`src/hw/rtl/mefb_pkg.sv`:
```
// Shared types and constants for the market event feature builder.
package mefb_pkg;

    localparam int MAX_LOOKBACK_DEF = 128;
    localparam logic [7:0] LOOKBACK_RESET = 8'd100;
    localparam logic [19:0] PPM_SCALE = 20'd1000000;
    localparam logic [63:0] SAT_POS = 64'h7FFF_FFFF_FFFF_FFFF;
    localparam logic [63:0] SAT_NEG = 64'h8000_0000_0000_0000;

    // One classified event as queued between front and back
    typedef struct packed {
        logic [62:0] seq;
        logic [63:0] xtime;
        logic [63:0] age;
        logic [63:0] bid;
        logic [63:0] ask;
        logic [62:0] bsize;
        logic [62:0] asize;
        logic [63:0] pos;
        logic [63:0] mid;
        logic        ret_en;
        logic        ret_neg;
        logic [63:0] ret_mag;
        logic [63:0] ret_div;
        logic        imb_en;
        logic        imb_neg;
        logic [63:0] imb_mag;
        logic [63:0] imb_div;
    } mefb_item_t;

    typedef enum logic [2:0] {
        BK_IDLE,
        BK_RET,
        BK_RET_WAIT,
        BK_IMB,
        BK_IMB_WAIT,
        BK_OUT
    } mefb_back_state_t;

endpackage

```
`src/hw/rtl/mefb_queue.sv`:
```
// Two-entry queue between front and back.
module mefb_queue
    import mefb_pkg::*;
(
    input  logic       aclk,
    input  logic       aresetn,
    input  logic       in_valid,
    output logic       in_ready,
    input  mefb_item_t in_item,
    output logic       out_valid,
    input  logic       out_ready,
    output mefb_item_t out_item
);

    mefb_item_t mem [2];
    logic       wp_reg, rp_reg;
    logic [1:0] cnt_reg;
    logic       wr, rd;

    assign in_ready  = cnt_reg != 2'd2;
    assign out_valid = cnt_reg != 2'd0;
    assign wr = in_valid && in_ready;
    assign rd = out_valid && out_ready;
    assign out_item = mem[rp_reg];

    always_ff @(posedge aclk) begin
        if (wr) begin
            mem[wp_reg] <= in_item;
        end
    end

    always_ff @(posedge aclk) begin
        if (!aresetn) begin
            wp_reg  <= 1'b0;
            rp_reg  <= 1'b0;
            cnt_reg <= 2'd0;
        end else begin
            if (wr) wp_reg <= ~wp_reg;
            if (rd) rp_reg <= ~rp_reg;
            cnt_reg <= cnt_reg + {1'b0, wr} - {1'b0, rd};
        end
    end

endmodule

```
`config.mk`:
```
export PLATFORM = sky130hd
export DESIGN_NAME = mefb_queue
export DESIGN_NICKNAME = d
export VERILOG_FILES = /design/src/hw/rtl/mefb_pkg.sv /design/src/hw/rtl/mefb_queue.sv
export SDC_FILE = /design/constraint.sdc
export NUM_CORES = 1
export LEC_CHECK = 0
export BUFFER_PORTS_ARGS = -buffer_cell sky130_fd_sc_hd__buf_2
export CAP_MARGIN = 15
export CORE_AREA = 5 5 654 656
export DETAILED_ROUTE_END_ITERATION = 7
export DIE_AREA = 0 0 659 661
export PLACE_DENSITY_LB_ADDON = 0.2
export SLEW_MARGIN = 20
export SYNTH_ARGS = -nofsm -noshare
export SYNTH_HDL_FRONTEND = slang
export SYNTH_SLANG_ARGS = --single-unit
```
`constraint.sdc`:
```
create_clock -name aclk -period 100.3 [get_ports aclk]
set_input_delay 15.045 -clock aclk [delete_from_list [all_inputs] [get_ports aclk]]
set_output_delay 15.045 -clock aclk [all_outputs]
set_load 0.02 [all_outputs]
```
# Word-level counts from Yosys, hierarchy flattened
# Memory sizes are Yosys's and may differ from the RTL's. A register that Yosys moved wholly into a read port is not among the register bits.
# Index checks and enable logic that the tools add are counted.
# op_classes
add_sub_neg	2
eq_ne	1
n_mux	4
n_bitwise	2
reduce_logical	3
# op_table
operator	n
1-bit 2-to-1 mux	4
2-bit by 1-bit adder with 2-bit output	1
1-bit logical AND	2
2-bit inequality test, second input constant	1
1-bit NOT	2
2-bit nonzero test	1
2-bit by 1-bit subtractor with 2-bit output	1
# totals
ff_bits	4
ram_bits	1666
inputBits	837
out_inout_bits	835
elab_cells	16
n_memories	1
# mem_list
memory	depth	width	read_ports	rd_ports_with_merged_regs	write_ports	line_no	text
mem	2	833	1	1	1	mefb_queue.sv:15	mefb_item_t mem [2];

# Logic depth before layout (Yosys ltp)
# depth
ltp_word	4
ltp_mapped	8
depth_no_buf	8

# Worst setup path before layout
# Ideal clock, no wire load.
# synth_timing
path_kind	input to register
start	in in_valid
end	mem mem[0][0] (netlist bit), enable pin
setup_time_ps	2055
arrival_time_ps	49569
t_required_ps	98245
slack_ps	48676
stages	2
n_path_buf	0
cell_sequence	nand2_1 -> nor2_1
# synth_between
elab_chain_cells	3
# synth_lines
item	line_no	text
start, declared	mefb_queue.sv:7	input logic in_valid,
1-bit logical AND	mefb_queue.sv:22	assign wr = in_valid && in_ready;
1-bit 2-to-1 mux	mefb_queue.sv:27	if (wr) begin
1-bit 2-to-1 mux (implied by the code)	mefb_queue.sv:28	mem[wp_reg] <= in_item;
end, declared	mefb_queue.sv:15	
# No other way between the ends.

==> impl_metrics.toml <==
[floorplanning]
rows = 239
io_pins = 1672
die_y_um = 661
core_area_um2 = 422000
die_x_um = 659
dieArea_um2 = 436000
initial_core_util = 0.147

[cts]
cts_made_buffers = 206
htree_levels = 4
post_cts_buffers = 0
post_cts_resized = 0
root_buffer = "clkbuf_16"
clk_latency_ns = 0.89
clock_path_buffers = 4
cts_tree = "done"
ctsHoldBuffers = 0
clk_transition_reported_paths_ns = 0.06
clock-sinks = 1671

[synthesis]
yosysWarnings = 0
netlist.top_cell.by_area = "edfxtp_1"
synth_area_leaders = "edfxtp_1, mux2_4, mux2_2"
avgSynthCellArea_um2 = 23.6
synth_top_area_frac = 0.809
syn-num-nets = 3455
synth.yosys.seq_area_share = 0.810
ys_seq_elements = 1671
syn_area_um2 = 61900
ys_types = 19
syn_inst = 2616

[hold_path]
worstHoldPathType = "reg2reg"
hold_start = "wp_reg$_SDFFE_PN0N_"

[sta]
hold_viol = 0
final.min_clock_period_ns = 21.44
fin_crit_sh = 0.214
fmax_ghz = 0.0466
slew_viol_final = 0
setup_viol = 0
relSlewSlack = 0.287
worst_pin_slew_ns = 1.07
grt_setup_unrepaired = "no"
fin_worst_skew_ns = 0.0468
setup_tns_ns = 0

[cells_and_area]
final_layout_size_suffix_gt1_frac = 0.614
syn_to_final_growth_pct = 34.8
largest_reg_flops = 1666
final_nets = 5282
fin_area_um2 = 83400

[worst_setup_path]
critPathRequiredTime_ns = 85.25
cp.arrival_ns = 6.40
worstPathCellList = "buf_4 > buf_12 > buf_4 > buf_4 > buf_4 > mux2_2 > buf_2"
critPathSlowestCell = "buf_4"
end_kind = "output pin"
critPathKind = "reg2out"
worstSetupStartpointType = "flip-flop"
cpPeakStageDelay_ns = 0.86
reg2reg_from = "cnt_reg[0]$_SDFF_PN0_"
crit_fanout = 98
path_common_cell = "buf_4"

[placement]
place_area_um2 = 76700
dp_hpwl_um = 223000
port_buffers = 1671
place.gp.congestion = 0.867

[global_route]
antenna_found_initial = 317
grt_pass1_wl_um = 352000
first_global_vias = 34500
grt_max_degree = 111
grt_util_all_layers = 0.121
gr-total-overflow = 0

[routing]
wirelength_met1_um = 106000
drt_wl_total_um = 279000
route.vias.total = 34100
drt-initial-drc-count = 2116
drc = 0
ant_nets = 0
wire_per_inst_um = 27.4
firstDrtPassIters = 5
wl_met3_um = 23900
vias_per_cell = 3.34
met2_length_um = 136000
dr.max_layer_used = "met5"

[power]
peakVddDrop_v = 0.0000130
total_power_mw = 2.26
power_density_nw_per_um2 = 27.1
leakage_nw = 30.0

[outcome]
outcome = "completed"

[job]
maxCapViolCount = 0
cell usage in the layout (no fill, tap or decap), drive strengths merged, types with 2 or more instances in the layout:
| master | count |
|---|---|
| bufinv | 20 |
| inv | 6 |
| diode | 48 |
| ha | 2 |
| dfxtp | 5 |
| clkinv | 91 |
| clkbuf | 249 |
| clkinvlp | 5 |
| nor2b | 2 |
| and2 | 2 |
| nand2b | 2 |
| edfxtp | 1666 |
| nand2 | 2 |
| buf | 1712 |
| mux2 | 833 |
| xnor2 | 3 |
worst max-delay path, delay by kind of cell (launching register included):
| family | cells | cell delay, ns |
|---|---|---|
| buffers and inverters | 6 | 3.72 |
| DFF | 1 | 0.77 |
| muxes | 1 | 0.46 |
final timing paths:
check	endpoint	slack, ns	depth (start not counted)
hold reg to reg	wp_reg$_SDFFE_PN0N_	0.53	2
setup reg to reg	mem[1][574]$_DFFE_PP_	94.07	7
hold / removal	wp_reg$_SDFFE_PN0N_	0.53	2
setup / recovery	out_item[216]	78.86	7
power by group:
group	internal (mW)	switching, mW	leakage, nW	total [mW]
clock network	0.433	0.299	3.20	0.732
registers	0.879	0.0292	15.6	0.908
logic	0.220	0.397	11.2	0.617
total	1.53	0.725	30.0	2.26
through the flow:
step	utilization	instances	hold slack (ns)	setup slack [ns]
2_1_floorplan	-	2616	0.455	48.68
3_3_place_gp	0.182	9778	0.516	79.45
3_5_place_dp	0.182	9778	0.524	79.51
4_1_cts	0.198	10100	0.533	78.58
5_1_grt	0.198	10200	0.565	78.45
6_report	0.198	10200	0.526	78.86
cell families (layout without fill, tap and decap cells):
| kind of cell | after synthesis | after routing | synth area share |
|---|---|---|---|
| adder cells (fa/ha/maj) | 2 | 2 | 0.000404 |
| multiplexers | 834 | 834 | 0.174 |
| AND/OR/NAND/NOR | 11 | 11 | 0.000991 |
| buffers and inverters | 94 | 2083 | 0.0135 |
| other | 0 | 48 | 0 |
| flip-flops | 1671 | 1671 | 0.810 |
| AO/OA/AOI/OAI | 1 | 1 | 0.000121 |
| XOR/XNOR | 3 | 3 | 0.000425 |
layer usage:
metal  up-vias  global-route usage
li1      14300                   -
met1     17100               0.137
met2      1714               0.208
met3       800              0.0454
met4       130              0.0422
met5         -                   0
synth_stat cells:
library cell     n
ha_1             2
or2_2            1
and2_1           2
nand2_1          2
buf_2           11
xnor2_1          3
mux2_2         463
buf_4           40
o21a_1           1
nor2b_1          2
dfxtp_1          5
and3_1           1
inv_1            1
nor2_1           1
edfxtp_1      1666
mux2i_1          1
nand2b_1         2
buf_6           42
mux2_4         370
layout make-up:
cell class | count | area [um2]
fillers | 45100 | 338000
clock buffers | 249 | 5400
clock inverters | 121 | 1170
inverters | 1 | 3.75
diodes | 48 | 120
repair buffers | 1712 | 8740
multi-input cells | 851 | 10900
well taps | 5543 | 6940
flip-flops and latches | 1671 | 50100
No activity file was read; power rests on OpenSTA's default activity.
