$ cat config.mk
export PLATFORM = sky130hd
export DESIGN_NAME = mefb_back
export DESIGN_NICKNAME = d
export VERILOG_FILES = /design/src/hw/rtl/mefb_pkg.sv /design/src/hw/rtl/mefb_div.sv /design/src/hw/rtl/mefb_back.sv
export SDC_FILE = /design/constraint.sdc
export NUM_CORES = 2
export LEC_CHECK = 0
export ABC_AREA = 0
export CELL_PAD_IN_SITES_DETAIL_PLACEMENT = 1
export CELL_PAD_IN_SITES_GLOBAL_PLACEMENT = 1
export CORE_AREA = 2 2 550 552
export DETAILED_ROUTE_END_ITERATION = 8
export DIE_AREA = 0 0 552 554
export DONT_BUFFER_PORTS = 1
export HOLD_SLACK_MARGIN = 0.03
export PLACE_DENSITY = 0.51
export SLEW_MARGIN = 20
export SYNTH_ARGS = -nofsm -noshare
export SYNTH_HDL_FRONTEND = slang
export SYNTH_SLANG_ARGS = --single-unit
$ cat constraint.sdc
create_clock -name aclk -period 18.79 [get_ports aclk]
set_clock_uncertainty 0.05 [all_clocks]
set_input_delay 0.9395 -clock aclk [delete_from_list [all_inputs] [get_ports aclk]]
set_output_delay 0.9395 -clock aclk [all_outputs]
set_load 0.05 [all_outputs]
$ cat src/hw/rtl/mefb_pkg.sv
// Shared types and constants for the market event feature builder.
package mefb_pkg;

    localparam int MAX_LOOKBACK_DEF = 128;
    localparam logic [7:0] LOOKBACK_RESET = 8'd100;
    localparam logic [19:0] PPM_SCALE = 20'd1000000;
    localparam logic [63:0] SAT_POS = 64'h7FFF_FFFF_FFFF_FFFF;
    localparam logic [63:0] SAT_NEG = 64'h8000_0000_0000_0000;

    // One classified event as queued between front and back
    typedef struct packed {
        logic [62:0] seq;
        logic [63:0] xtime;
        logic [63:0] age;
        logic [63:0] bid;
        logic [63:0] ask;
        logic [62:0] bsize;
        logic [62:0] asize;
        logic [63:0] pos;
        logic [63:0] mid;
        logic        ret_en;
        logic        ret_neg;
        logic [63:0] ret_mag;
        logic [63:0] ret_div;
        logic        imb_en;
        logic        imb_neg;
        logic [63:0] imb_mag;
        logic [63:0] imb_div;
    } mefb_item_t;

    typedef enum logic [2:0] {
        BK_IDLE,
        BK_RET,
        BK_RET_WAIT,
        BK_IMB,
        BK_IMB_WAIT,
        BK_OUT
    } mefb_back_state_t;

endpackage

$ cat src/hw/rtl/mefb_div.sv
// Bit-serial 128/64 unsigned divider with ppm prescale and signed 64-bit saturation.
module mefb_div
    import mefb_pkg::*;
(
    input  logic        aclk,
    input  logic        aresetn,
    input  logic        start,
    input  logic [63:0] mag,
    input  logic        neg,
    input  logic [63:0] divisor,
    output logic        done,
    output logic [63:0] quot
);

    logic [127:0] num_reg, num_next;
    logic [63:0]  rem_reg, rem_next;
    logic [127:0] q_reg, q_next;
    logic [63:0]  dvs_reg, dvs_next;
    logic         neg_reg, neg_next;
    logic [6:0]   cnt_reg, cnt_next;
    logic         busy_reg, busy_next;
    logic         done_reg, done_next;
    logic [63:0]  r_sh;
    logic         carry;
    logic [64:0]  diff;

    assign r_sh  = {rem_reg[62:0], num_reg[127]};
    assign carry = rem_reg[63];
    assign diff  = {1'b0, r_sh} - {1'b0, dvs_reg};

    always_comb begin
        num_next  = num_reg;
        rem_next  = rem_reg;
        q_next    = q_reg;
        dvs_next  = dvs_reg;
        neg_next  = neg_reg;
        cnt_next  = cnt_reg;
        busy_next = busy_reg;
        done_next = 1'b0;
        if (start) begin
            // prescale: one 64x20 product
            num_next  = {64'd0, mag} * {108'd0, PPM_SCALE};
            rem_next  = '0;
            q_next    = '0;
            dvs_next  = divisor;
            neg_next  = neg;
            cnt_next  = '0;
            busy_next = 1'b1;
        end else if (busy_reg) begin
            num_next = {num_reg[126:0], 1'b0};
            if (carry || !diff[64]) begin
                rem_next = diff[63:0];
                q_next   = {q_reg[126:0], 1'b1};
            end else begin
                rem_next = r_sh;
                q_next   = {q_reg[126:0], 1'b0};
            end
            cnt_next = cnt_reg + 7'd1;
            if (cnt_reg == 7'd127) begin
                busy_next = 1'b0;
                done_next = 1'b1;
            end
        end
    end

    always_ff @(posedge aclk) begin
        num_reg <= num_next;
        rem_reg <= rem_next;
        q_reg   <= q_next;
        dvs_reg <= dvs_next;
        neg_reg <= neg_next;
        cnt_reg <= cnt_next;
        if (!aresetn) begin
            busy_reg <= 1'b0;
            done_reg <= 1'b0;
        end else begin
            busy_reg <= busy_next;
            done_reg <= done_next;
        end
    end

    assign done = done_reg;

    always_comb begin
        if (!neg_reg) begin
            quot = (q_reg[127:63] != '0) ? SAT_POS : q_reg[63:0];
        end else begin
            quot = (q_reg[127:64] != '0 || q_reg[63:0] > SAT_NEG) ? SAT_NEG
                 : (64'd0 - q_reg[63:0]);
        end
    end

endmodule

$ cat src/hw/rtl/mefb_back.sv
// Back end: run each enabled ppm division on the shared divider and present the result.
module mefb_back
    import mefb_pkg::*;
(
    input  logic        aclk,
    input  logic        aresetn,
    input  logic        q_valid,
    output logic        q_ready,
    input  mefb_item_t  q_item,
    output logic        m_valid,
    input  logic        m_ready,
    output logic [62:0] m_out_sequence,
    output logic [63:0] m_out_exchange_time,
    output logic [63:0] m_state_age,
    output logic [63:0] m_out_bid,
    output logic [63:0] m_out_ask,
    output logic [62:0] m_out_bid_size,
    output logic [62:0] m_out_ask_size,
    output logic [63:0] m_mid_move_ppm,
    output logic [20:0] m_size_skew_ppm,
    output logic [63:0] m_out_position
);

    mefb_back_state_t state_reg, state_next;
    mefb_item_t  it_reg;
    logic [63:0] ret_reg, imb_reg;
    logic        div_start, div_done;
    logic        div_neg;
    logic [63:0] div_mag, div_dvs, quot;
    logic        take;

    mefb_div u_div (
        .aclk    (aclk),
        .aresetn (aresetn),
        .start   (div_start),
        .mag     (div_mag),
        .neg     (div_neg),
        .divisor (div_dvs),
        .done    (div_done),
        .quot    (quot)
    );

    always_comb begin
        state_next = state_reg;
        case (state_reg)
            BK_IDLE:     if (q_valid) state_next = BK_RET;
            BK_RET:      state_next = it_reg.ret_en ? BK_RET_WAIT : BK_IMB;
            BK_RET_WAIT: if (div_done) state_next = BK_IMB;
            BK_IMB:      state_next = it_reg.imb_en ? BK_IMB_WAIT : BK_OUT;
            BK_IMB_WAIT: if (div_done) state_next = BK_OUT;
            BK_OUT:      if (m_ready) state_next = BK_IDLE;
            default:     state_next = BK_IDLE;
        endcase
    end

    always_comb begin
        take      = state_reg == BK_IDLE && q_valid;
        q_ready   = state_reg == BK_IDLE;
        m_valid   = state_reg == BK_OUT;
        div_start = (state_reg == BK_RET && it_reg.ret_en)
                 || (state_reg == BK_IMB && it_reg.imb_en);
        div_mag   = (state_reg == BK_RET) ? it_reg.ret_mag : it_reg.imb_mag;
        div_neg   = (state_reg == BK_RET) ? it_reg.ret_neg : it_reg.imb_neg;
        div_dvs   = (state_reg == BK_RET) ? it_reg.ret_div : it_reg.imb_div;
    end

    always_ff @(posedge aclk) begin
        if (take) begin
            it_reg  <= q_item;
            ret_reg <= '0;
            imb_reg <= '0;
        end
        if (state_reg == BK_RET_WAIT && div_done) ret_reg <= quot;
        if (state_reg == BK_IMB_WAIT && div_done) imb_reg <= quot;
    end

    always_ff @(posedge aclk) begin
        if (!aresetn) begin
            state_reg <= BK_IDLE;
        end else begin
            state_reg <= state_next;
        end
    end

    assign m_out_sequence      = it_reg.seq;
    assign m_out_exchange_time = it_reg.xtime;
    assign m_state_age         = it_reg.age;
    assign m_out_bid           = it_reg.bid;
    assign m_out_ask           = it_reg.ask;
    assign m_out_bid_size      = it_reg.bsize;
    assign m_out_ask_size      = it_reg.asize;
    assign m_mid_move_ppm      = ret_reg;
    assign m_size_skew_ppm     = imb_reg[20:0];
    assign m_out_position      = it_reg.pos;

endmodule

; ---- Yosys cells after proc, flatten, opt, wreduce, memory -nomap -nowiden
; Index checks and enable logic that the tools add are counted.
; Widths: inputs -> output; s select.
[totals]
regBits = 1245
inputBits = 837
output_inout_bits = 596
word_cells = 86
[classes]
addsub = 3
mul = 1
magnitude_cmp = 1
n_eq_ne = 10
muxes = 24
bitwise_logic = 2
reduce_logical = 17
[op_table]
columns = operator, count
row1 = $mux 64, 8
row2 = $mux 84, 2
row3 = $mul 64x14->78 const B, 1
row4 = $reduce_bool 65->1, 1
row5 = $sub 64x64->65, 1
row6 = $gt 64x64->1 const B, 1
row7 = $reduce_bool 64->1, 1
row8 = $sub 1x64->64 const A, 1
row9 = $mux 21, 1
row10 = $pmux 3 s6, 1
row11 = $mux 3, 4
row12 = $mux 1, 8
row13 = $add 7x1->7 const B, 1
row14 = $eq 7x7->1 const B, 1
row15 = $eq 3x2->1 const B, 2
row16 = $eq 3x3->1 const B, 2
row17 = $ne 2x1->1 const B, 3
row18 = $reduce_bool 2->1, 3
row19 = $logic_and 1x1->1, 5
row20 = $reduce_and 4->1, 1
row21 = $eq 3x1->1 const B, 1
row22 = $logic_not 3->1, 1
row23 = $logic_or 1x1->1, 3
row24 = $reduce_or 3->1, 1
row25 = other kinds (3), 4

; ---- Logic depth before layout (Yosys ltp)
[logic_depth]
word_depth = 5
ltp_mapped = 31
mapped_depth_nobuf = 27

; ---- By module
; A second synthesis with hierarchy kept.
[hier_totals]
cells_unflattened = 5410
area_unflattened_um2 = 66689.0
[modules_own_cells]
columns = module, n_inst, cells_each, area_each_um2, seq_area_each_um2
row1 = mefb_div, 1, 3780, 34763.3, 9198.8
row2 = mefb_back, 1, 1630, 31925.6, 25704.7

; ---- Least setup slack after synthesis
; OpenSTA, ideal clock, no wires.
[synth_timing]
kind = register to register
from = register state_reg[1]
to = register it_reg[0] in the netlist's numbering, enable pin
setup_ns = 1.112
arrival_time_ns = 16.694
required_time_ns = 17.628
slack_ns = 0.934
stages_incl_launch_ff = 5
n_path_buf = 1
period_less_slack_ns = 17.856
path_cell_list = dfxtp_1 buf_1 nor3_1 nand2_1 inv_1
[synth_via]
elab_chain_len = 2
[synth_rtl]
columns = item, line
row1 = from (decl), mefb_back.sv:24  ; mefb_back_state_t state_reg, state_next;
row2 = from (signal assigned), mefb_back.sv:81  ; state_reg <= state_next;
row3 = $logic_not 3->1, -
row4 = named net q_ready, mefb_back.sv:8  ; output logic q_ready,
row5 = $logic_and 1x1->1, mefb_back.sv:57  ; take = state_reg == BK_IDLE && q_valid;
row6 = named net take, mefb_back.sv:30  ; logic take;
row7 = to (signal assigned), mefb_back.sv:69  ; it_reg <= q_item;
row8 = to (decl), mefb_back.sv:25  ; mefb_item_t it_reg;
; The timed path passes the listed nets, and every way through them passes these cells.
; A chain may end at the register's enable or synchronous reset.

; ---- Worst setup path after layout
[layout_timing]
from = register state_reg[1]
to = register u_div.num_reg[77], data pin
[layout_via]
elab_chain_len = 4
elab_cells_between_ends = 8
classes_between = mul: 1 / eq/ne: 2 / mux: 2 / reduce/logical: 3
[layout_rtl]
columns = item, line
row1 = $eq 3x1->1 / $eq 3x2->1 (equally long branches), "mefb_back.sv:60, mefb_back.sv:62, mefb_back.sv:61"
row2 = $mux 64 (tied with other cells), mefb_back.sv:62  ; div_mag = (state_reg == BK_RET) ? it_reg.ret_mag : it_reg.imb_mag;
row3 = $mul 64x14->78 / $logic_or 1x1->1 (equally long branches), "mefb_div.sv:42, mefb_back.sv:61"
row4 = $mux 84 *, mefb_div.sv:40  ; if (start) begin
row5 = named net u_div.num_next[77], mefb_div.sv:15  ; logic [127:0] num_reg, num_next;
row6 = to (signal assigned), mefb_div.sv:67  ; num_reg <= num_next;
row7 = to (decl), mefb_div.sv:15
; The timed path passes the listed nets; every way through them passes the cells marked *.

==> impl_metrics.json <==
{
  "rsz0062_at_grt": "false",
  "clockBufferDepth": 4,
  "min_path_type": "input port to flop",
  "route.vias.total": 44810,
  "end_kind": "flop",
  "finalHoldViolCount": 0,
  "r2r_start": "state_reg[1]",
  "die_y_um": 554,
  "fmax_mhz": 101.2,
  "yosys.cell_types.count": 87,
  "nFillCells": 33110,
  "final_util_pct": 25.02,
  "synth-edff-count": 997,
  "worstMarginPinSlew_ns": 1.221,
  "crit_cells": 25,
  "ios": 1433,
  "drc": 0,
  "ff2ff_setup_slack_ns": 8.91,
  "synthArstFlopShare_pct": 0,
  "drtIter0Drc": 4633,
  "seq_area_frac_synth_pct": 52.73,
  "ant_nets": 0,
  "syn-num-nets": 6956,
  "synth.top_cell.area_share_pct": 45.23,
  "rows": 201,
  "finalMaxSlewViolations": 0,
  "netlist_area_sq_um": 66190,
  "clkLatencyLatePin_ns": 0.89,
  "crit_start": "state_reg[1]",
  "gp_congestion": 1.004,
  "die_x_um": 552,
  "grtUsageTotal_pct": 23.32,
  "fin_nets": 6624,
  "cp_num_buf_inv": 5,
  "first_global_vias": 43350,
  "cts_setup_buffers": 0,
  "antenna_found_initial": 333,
  "max_cap_viol_count": 0,
  "viasPerCell": 4.626,
  "slowest_stage": "a211oi_1",
  "synthTopCellsByArea": "edfxtp_1 (45%), dfxtp_1 (7.5%), fa_1 (6.5%)",
  "crit_fanout": 38,
  "root_buffer": "clkbuf_16",
  "worstPathRequired_ns": 19.30,
  "dieArea_sq_um": 305800,
  "cts_tree": "done",
  "status": "complete, no violations",
  "first_pass_iters": 7,
  "setup_viol": 0,
  "period_needed_ns": 9.880,
  "clk_pin_slew_ns": 0.06,
  "core_area_sq_um": 299300,
  "grt_max_degree": 159,
  "slew_headroom_pct": 18.74,
  "startpoint_type": "flop",
  "ys.warnings.count": 0,
  "postSynthAreaPerCell_sq_um": 11.83,
  "dpl.hpwl_um": 309000,
  "arrival_ns": 10.39,
  "crit_top_cell": "fa_1",
  "largest_reg_flops": 260,
  "overflow": 0,
  "drive_gt1_share_pct": 9.572,
  "cts-buffers-inserted": 162,
  "floorplan.initialDensity_pct": 22.12,
  "synthCells": 5594,
  "ys_ff_latch": 1245,
  "grt_first_pass_wirelength_um": 464600,
  "r2r_cells": 25,
  "yosys_most_used_dff": "edfxtp_1",
  "tns_ns": 0,
  "wl_per_cell_um": 38.01,
  "syn_to_final_growth_pct": 13.13,
  "period_share_pct": 52.58,
  "crit_end": "u_div.num_reg[77]",
  "critPathTopFamily": "adder cells",
  "max_stage_delay_ns": 0.80,
  "htree_levels": 4,
  "yosysTopAreaCell": "edfxtp_1",
  "worstSetupPathType": "flop to flop",
  "drt-total-wl_um": 368200,
  "clkSinkCount": 1245,
  "portBuffers": 0,
  "timing.rr.end": "u_div.num_reg[77]"
}
[kinds of logic (layout without fill, tap and decap cells)]
kind of cell	count (synthesis)	after routing	share of synthesized area [%]
xor+xnor	267	267	3.533
mux	321	321	5.020
compound gates	950	950	9.041
simple gates	1102	1102	7.583
fa+ha+maj	536	536	12.53
flops	1245	1245	52.73
other cells	0	338	0
buf+inv	1173	970	9.566
[worst min path at each step]
stage                              end  cells after the start  slack, ns               from
floorplan            u_div.num_reg[84]                      2       0.41  u_div.num_reg[83]
global placement      u_div.cnt_reg[5]                      2       0.42   u_div.cnt_reg[5]
detailed placement    u_div.rem_reg[0]                      2       0.44   u_div.rem_reg[0]
CTS                 m_out_ask_size[61]                      0       0.03        q_item[449]
global route        m_out_ask_size[61]                      0       0.06        q_item[449]
finish                   m_out_bid[53]                      0       0.11        q_item[631]
[stage by stage]
step / area, sq um / hold slack, ns / std cells / worst slack (ns)
finish: 74890 / 0.1051 / 9687 / 8.910
detailed placement: 67590 / 0.4352 / 8948 / 8.801
global placement: 67540 / 0.4170 / 8946 / 8.806
CTS: 73950 / 0.03007 / 9345 / 8.809
floorplan: 66190 / 0.4062 / 5594 / 0.9338
global route: 74250 / 0.06227 / 9431 / 8.337
[cell usage in the layout (no fill, tap or decap), types with 51 or more instances in the layout]
cell type | synthesis | routed
o21ai_0 | 257 | 257
o21bai_1 | 51 | 51
xnor2_1 | 194 | 194
buf_4 | 509 | 128
inv_1 | 424 | 422
mux2_2 | 88 | 88
nor3_1 | 58 | 57
dfxtp_1 | 248 | 247
mux2i_1 | 233 | 229
ha_1 | 310 | 310
nand4_1 | 54 | 54
xor2_1 | 73 | 73
fa_1 | 215 | 215
dlygate4sd3_1 | 0 | 104
diode_2 | 0 | 338
nor2_1 | 417 | 416
edfxtp_1 | 997 | 997
a21oi_1 | 280 | 280
clkbuf_16 | 0 | 164
nand2_1 | 324 | 321
a21o_1 | 101 | 101
[area by class of cell]
class,instances,area (sq um),share of cell area (%)
Clock inverter,89,1007,1.345
Inverter,437,1655,2.210
Antenna cell,338,845.8,1.129
Sequential cell,1245,34910,46.61
Timing Repair Buffer,240,2162,2.887
Clock buffer,204,4314,5.761
Multi-Input combinational cell,3176,25040,33.44
Tap cell,3958,4952,6.613
[Yosys cell counts (27+ instances only)]
cell type	count
fa_1	215
inv_1	424
nor3_1	58
o21bai_1	51
ha_1	310
clkbuf_1	200
a311oi_1	28
a21o_1	101
nand3_1	38
xor2_1	73
nor2_1	417
nand4_1	54
o21ai_0	257
and2_1	36
a21oi_1	280
edfxtp_1	997
xnor2_1	194
nor4_1	36
o31ai_1	27
mux2_2	88
nand2_1	324
dfxtp_1	248
buf_4	509
mux2i_1	233
[layer usage]
| layer | vias to the layer above | global-route usage (%) | wire [um] |
|---|---|---|---|
| met5 | - | 0 | 850 |
| met4 | 82 | 7.795 | 14660 |
| met3 | 681 | 15.38 | 55010 |
| met2 | 2277 | 33.79 | 152700 |
| met1 | 22830 | 27.42 | 144900 |
| li1 | 18940 | - | - |
[what timing repair did]
item / 4_1_cts / 5_1_grt
endpoints found under the setup margin: 0 / 0
hold buffers: 104 / 0
endpoints found under the hold margin: 104 / 0
gates resized for setup: 0 / 0
Power is left out: the tool's default activity adds up to more than one toggle a clock period on the data nets, which glitch-free logic cannot reach.
